### config.mk
export PLATFORM = sky130hd
export DESIGN_NAME = tlru_ctrl
export DESIGN_NICKNAME = d
export VERILOG_FILES = /design/src/hw/rtl/tlru_pkg.sv /design/src/hw/rtl/tlru_ctrl.sv
export SDC_FILE = /design/constraint.sdc
export NUM_CORES = 1
export LEC_CHECK = 0
export BUFFER_PORTS_ARGS = -buffer_cell sky130_fd_sc_hd__buf_4
export CORE_AREA = 2 2 39 41
export DETAILED_ROUTE_END_ITERATION = 16
export DIE_AREA = 0 0 41 43
export PLACE_DENSITY_LB_ADDON = 0.15
export SYNTH_ARGS = -nofsm -noshare
export SYNTH_HDL_FRONTEND = slang
export SYNTH_SLANG_ARGS = --single-unit
### constraint.sdc
create_clock -name clk -period 1.58 [get_ports clk]
set_input_delay 0.158 -clock clk [delete_from_list [all_inputs] [get_ports clk]]
set_output_delay 0.158 -clock clk [all_outputs]
set_load 0.005 [all_outputs]
### src/hw/rtl/tlru_pkg.sv
`default_nettype none
// ----------------------------------------------------------------------------
// TLB and demand paging package
// Shared constants, controller command and status types.
// ----------------------------------------------------------------------------
package tlru_pkg;

    localparam int OFFSET_WIDTH_DEF = 12;
    localparam int PAGE_WIDTH_DEF   = 10;
    localparam int FRAME_COUNT_DEF  = 256;
    localparam int TLB_DEPTH_DEF    = 32;

    localparam int ADDR_W  = 22;
    localparam int PAGE_W  = 10;
    localparam int FRAME_W = 8;
    localparam int PHYS_W  = 20;
    localparam int OCC_W   = 6;

    typedef struct packed {
        logic latch;
        logic pm_read;
        logic resolve;
        logic owner_read;
        logic evict;
        logic fill;
        logic emit;
    } tlru_cmd_t;

    typedef struct packed {
        logic hit;
        logic present;
        logic need_evict;
        logic clearing;
    } tlru_sts_t;

endpackage
`default_nettype wire

### src/hw/rtl/tlru_ctrl.sv
`default_nettype none
// ----------------------------------------------------------------------------
// Controller
// Sequences lookup, page table access, eviction and TLB fill.
// ----------------------------------------------------------------------------
module tlru_ctrl
    import tlru_pkg::*;
(
    input  wire logic      clk,
    input  wire logic      rst_n,
    input  wire logic      start,
    output logic           busy,
    input  wire tlru_sts_t sts,
    output tlru_cmd_t      cmd
);
    typedef enum logic [6:0] {
        S_IDLE  = 7'b0000001,
        S_LOOK  = 7'b0000010,
        S_PMRD  = 7'b0000100,
        S_OWN   = 7'b0001000,
        S_EVICT = 7'b0010000,
        S_FILL  = 7'b0100000,
        S_CLEAR = 7'b1000000
    } state_t;

    state_t state_reg, state_next;

    always_comb
    begin
        state_next = state_reg;
        cmd = '0;
        busy = 1'b1;
        unique case (state_reg)
            S_CLEAR:
            begin
                if (!sts.clearing)
                begin
                    state_next = S_IDLE;
                end
            end
            S_IDLE:
            begin
                busy = 1'b0;
                if (start)
                begin
                    cmd.latch = 1'b1;
                    state_next = S_LOOK;
                end
            end
            S_LOOK:
            begin
                if (sts.hit)
                begin
                    cmd.emit = 1'b1;
                    state_next = S_IDLE;
                end
                else
                begin
                    cmd.pm_read = 1'b1;
                    state_next = S_PMRD;
                end
            end
            S_PMRD:
            begin
                cmd.resolve = 1'b1;
                if (!sts.present && sts.need_evict)
                begin
                    cmd.owner_read = 1'b1;
                    state_next = S_OWN;
                end
                else
                begin
                    state_next = S_FILL;
                end
            end
            S_OWN:
            begin
                cmd.evict = 1'b1;
                state_next = S_EVICT;
            end
            S_EVICT:
            begin
                state_next = S_FILL;
            end
            S_FILL:
            begin
                cmd.fill = 1'b1;
                cmd.emit = 1'b1;
                state_next = S_IDLE;
            end
            default:
            begin
                state_next = S_IDLE;
            end
        endcase
    end

    always_ff @(posedge clk or negedge rst_n)
    begin
        if (!rst_n)
        begin
            state_reg <= S_CLEAR;
        end
        else
        begin
            state_reg <= state_next;
        end
    end

    assert property (@(posedge clk) disable iff (!rst_n) cmd.emit |=> !busy)
        else $error("Result not followed by idle.");
    assert property (@(posedge clk) disable iff (!rst_n) cmd.latch |=> busy)
        else $error("Accepted request did not make the block busy.");
    assert property (@(posedge clk) disable iff (!rst_n) cmd.evict |-> busy)
        else $error("Evict issued while idle.");
    assert property (@(posedge clk) disable iff (!rst_n) $onehot0({cmd.fill, cmd.pm_read,
        cmd.evict})) else $error("Conflicting datapath commands.");
endmodule
`default_nettype wire

After elaboration in Yosys (flattened, before gate mapping)

Index checks and enable logic that the tools add are counted.

Register bits: 7
Bits in latches: 0
Bits in writable memories: 0
Bits in read-only memories: 0
Input bits: 7
Output and inout bits: 8
Word-level logic and storage cells: 29
Memories: 0

Add/subtract/negate cells: 0
$mul: 0
Divide/modulo/power cells: 0
$lt $le $gt $ge: 0
Equality and inequality tests: 9
Shift operators: 0
Mux-type cells: 16
Bitwise logic cells: 0
Reduce and logical (&&, ||, !) cells: 3

Operators with widths:

| cell                                           | count |
|---|---|
| one-hot mux 7 bit (6 select lines)             | 1 |
| 2-to-1 mux 7 bit                               | 2 |
| 2-to-1 mux 1 bit                               | 9 |
| == test 7 x 1 -> 1 bit (second input constant) | 1 |
| == test 7 x 2 -> 1 bit (second input constant) | 1 |
| == test 7 x 3 -> 1 bit (second input constant) | 1 |
| == test 7 x 4 -> 1 bit (second input constant) | 1 |
| == test 7 x 5 -> 1 bit (second input constant) | 1 |
| == test 7 x 6 -> 1 bit (second input constant) | 1 |
| == test 7 bit (second input constant)          | 1 |
| 2-to-1 mux 6 bit                               | 1 |
| != test 2 bit (second input constant)          | 2 |
| 2-to-1 mux 3 bit                               | 1 |
| 2-to-1 mux 2 bit                               | 1 |
| one-hot mux 1 bit (2 select lines)             | 1 |
| AND reduction 2 bit                            | 1 |
| logical AND 1 bit                              | 1 |
| zero test 1 bit                                | 1 |

Logic depth before layout (Yosys ltp)

Depth in word-level cells: 4
Mapped depth: 5
Depth with buffers taken out: 3

Worst setup path after synthesis

No wires, ideal clock.

Path kind: register -> output
Start point: reg state_reg[0]
End point: out cmd[3] in the netlist's numbering
Data arrival time: 1335 ps
Required time: 1422 ps
Slack: 87 ps
Cell stages (with the launch flop): 4
Buffers on the path: 0
Cell sequence: dfrtp_1 or2_4 or4_4 nor4b_2

RTL lines:

| item                   | RTL line         | RTL |
|---|---|---|
| from (decl)            | tlru_ctrl.sv:26  | `state_t state_reg, state_next;` |
| from (signal assigned) | tlru_ctrl.sv:106 | `state_reg <= state_next;` |
| to (decl)              | tlru_ctrl.sv:14  | `output tlru_cmd_t cmd` |

==> metrics <==
nets 86; fin crit share 119%; area share of the largest cell type after synthesis 32.1%; DIE HEIGHT 43 um; Worst-path clk slew 0.06 ns; Worst Hold Class in2reg; hold_ws 0.102 ns; Syn Inst Count 45; hold_sp sts[3]; Mean Syn Cell Area 10.4 sq um; drt drc 0; # IOs 15; CP max FO 3; status finished, violations left; RSZ-0062 raised after global routing true; CTS Sinks 7; DRT Pass-1 Iters 3; largest net degree at the start of global routing 10; average wire per cell in the routed design 14.5 um; maximum buffer depth of the clock tree 2; arrival time worst endpoint 1.72 ns; # port buffers 14; Yosys cell types 27; Slew Viols, Final 0; Post-synth ARST share 100%; Max-Cap Viols 0; met1 GRT Util 25.5%; H-tree depth 1; Area contributors post-synth dfrtp_1 (32%), nor4b_2 (6.4%), dfstp_2 (5.6%); GRT busiest layer met2; Tot Pwr 985 uW; count leader, synth dfrtp_1; Vias/cell 5.11; Initial DRC Count 2; Crit Path Class reg2out; number of synthesized flops with an enable pin 0; aggregate global routing overflow 0; max reg flops 7; Slew @ Worst Pin 0.259 ns; Mapped Nets 52; fmax 532 MHz; # rows 14; worst reg-to-reg setup slack -0.02 ns; hold endpoint state_reg[2]; Synth Warn # 0; flops & latches, synth 7; Cells after DPL 81; Layout area overhead 78.3%; clock skew 0.000172 ns; Final WS setup -0.299 ns; Antenna Cells 0; Util after Layout 60.3%; crit end category primary output; worst vdd ir 601 uV; Initial Util 33.8%; clk root buf clkbuf_4; DRT antenna net count 0; vias in the first global route 477; via count 480; sequential-to-total area share from yosys stat 37.7%; routability cong. 0.699; cell area after synthesis 468 sq um; chip width 41 um; r2r endpoint state_reg[0]; Leakage 0.000364 uW; gr usage total 18.8%; crit path launch type flop; Num CTS Buffers 3; first-pass GRT wire length 2170 um; FF-to-FF Start state_reg[3]; Period minus WS final 1.88 ns; final wirelength 1370 um; Final Hold Fails 0; PD cells 1180 nW/um^2; Max-slew headroom 82.5%; initial antenna violation count 0; DP HPWL 801 um; Critical Path RT 1.42 ns; M3 GR Usage 4.71%; hold path depth 2; Synth area leader dfrtp_1; R2R cell count 4; met2 usage 27.2%; Clock Latency Late Sink 0.25 ns; synth cell count leaders dfrtp_1 (6), nand2b_1 (3), nand3b_1 (3), nor3_1 (3), nor4b_1 (3); prevailing post-synth register cell dfrtp_1; Die ar. 1760 sq um; share of layout cells above drive strength 1 65.4%; violated checks negative setup slack; CTS tree done; Finished Layout Cells 94; Placeable Area 1380 sq um; # setup viols final 9
kinds of logic after synthesis:
| group | share of synthesized area (%) |
|---|---|
| flops | 37.7 |
| xor+xnor | 1.87 |
| simple gates | 45.7 |
| buf+inv | 6.15 |
| compound gates | 8.56 |
cell usage in the layout, fill, tap and decap left out:
master         instances
nor3_1                 1
or4_4                  1
nor3_4                 1
or2_4                  1
nor4b_4                2
nor3_2                 1
nor3b_1                1
buf_6                  6
a21oi_2                1
nand2_1                2
nor2_4                 1
or4b_2                 1
o311ai_2               1
nand2b_4               1
dfrtp_1                6
o21ai_0                1
nor4b_1                1
dlygate4sd3_1          1
nand2b_1               3
a21oi_1                1
nand3b_1               3
xnor2_1                1
a22oi_1                1
a311oi_1               1
clkbuf_4               3
or4b_1                 1
nor4b_2                2
nor3b_4                1
and3_1                 2
clkbuf_1               1
buf_4                 26
and2b_2                1
dfstp_2                1
worst max-delay path by stage:
stage	startpoint	endpoint	cells after the start
CTS	state_reg[0]	cmd[3]	4
floorplan	state_reg[0]	cmd[3]	3
detailed placement	state_reg[0]	cmd[3]	4
global route	state_reg[0]	cmd[3]	4
finish	state_reg[0]	cmd[3]	4
global placement	state_reg[2]	cmd[5]	5
critical path, cell delays in order (launching register included):
cell	delay [ns]
dfrtp_1	0.39
or2_4	0.24
or4_4	0.45
nor4b_4	0.25
buf_4	0.14
layer usage:
metal  share of wire [%]  up-vias
li1                    -      234
met1                  43      234
met2                  52       10
met3                 4.1        2
met4                 1.1        0
met5                   0        -
per-stage QoR:
| stage | setup TNS, ns | cell area [sq um] | setup slack, ns |
|---|---|---|---|
| 2_1_floorplan | 0 | 468 | 0.0872 |
| 3_3_place_gp | -0.0132 | 639 | -0.0132 |
| 3_5_place_dp | -0.0206 | 639 | -0.0206 |
| 4_1_cts | -1.19 | 758 | -0.289 |
| 5_1_grt | -2.01 | 835 | -0.362 |
| 6_report | -1.40 | 835 | -0.299 |
final cells by class:
class | count | area (sq um)
fillers | 124 | 549
clock buffers | 4 | 26.3
well taps | 16 | 20.0
multi-input cells | 34 | 339
repair buffers | 33 | 273
flip-flops and latches | 7 | 176
power breakdown:
group	switching (uW)	internal, uW	total [uW]
clock	73.3	96.9	170
combinational	227	356	583
sequential	27.6	204	232
total	328	657	985
what timing repair did:
item                                   4_1_cts  5_1_grt
hold buffers                                 1        0
setup buffers                                5        3
setup endpoints to repair                    8       11
endpoints found under the hold margin        7        0
resized for setup                           10       10
pin swaps                                    4        4
No activity file was read; power rests on OpenSTA's default activity.
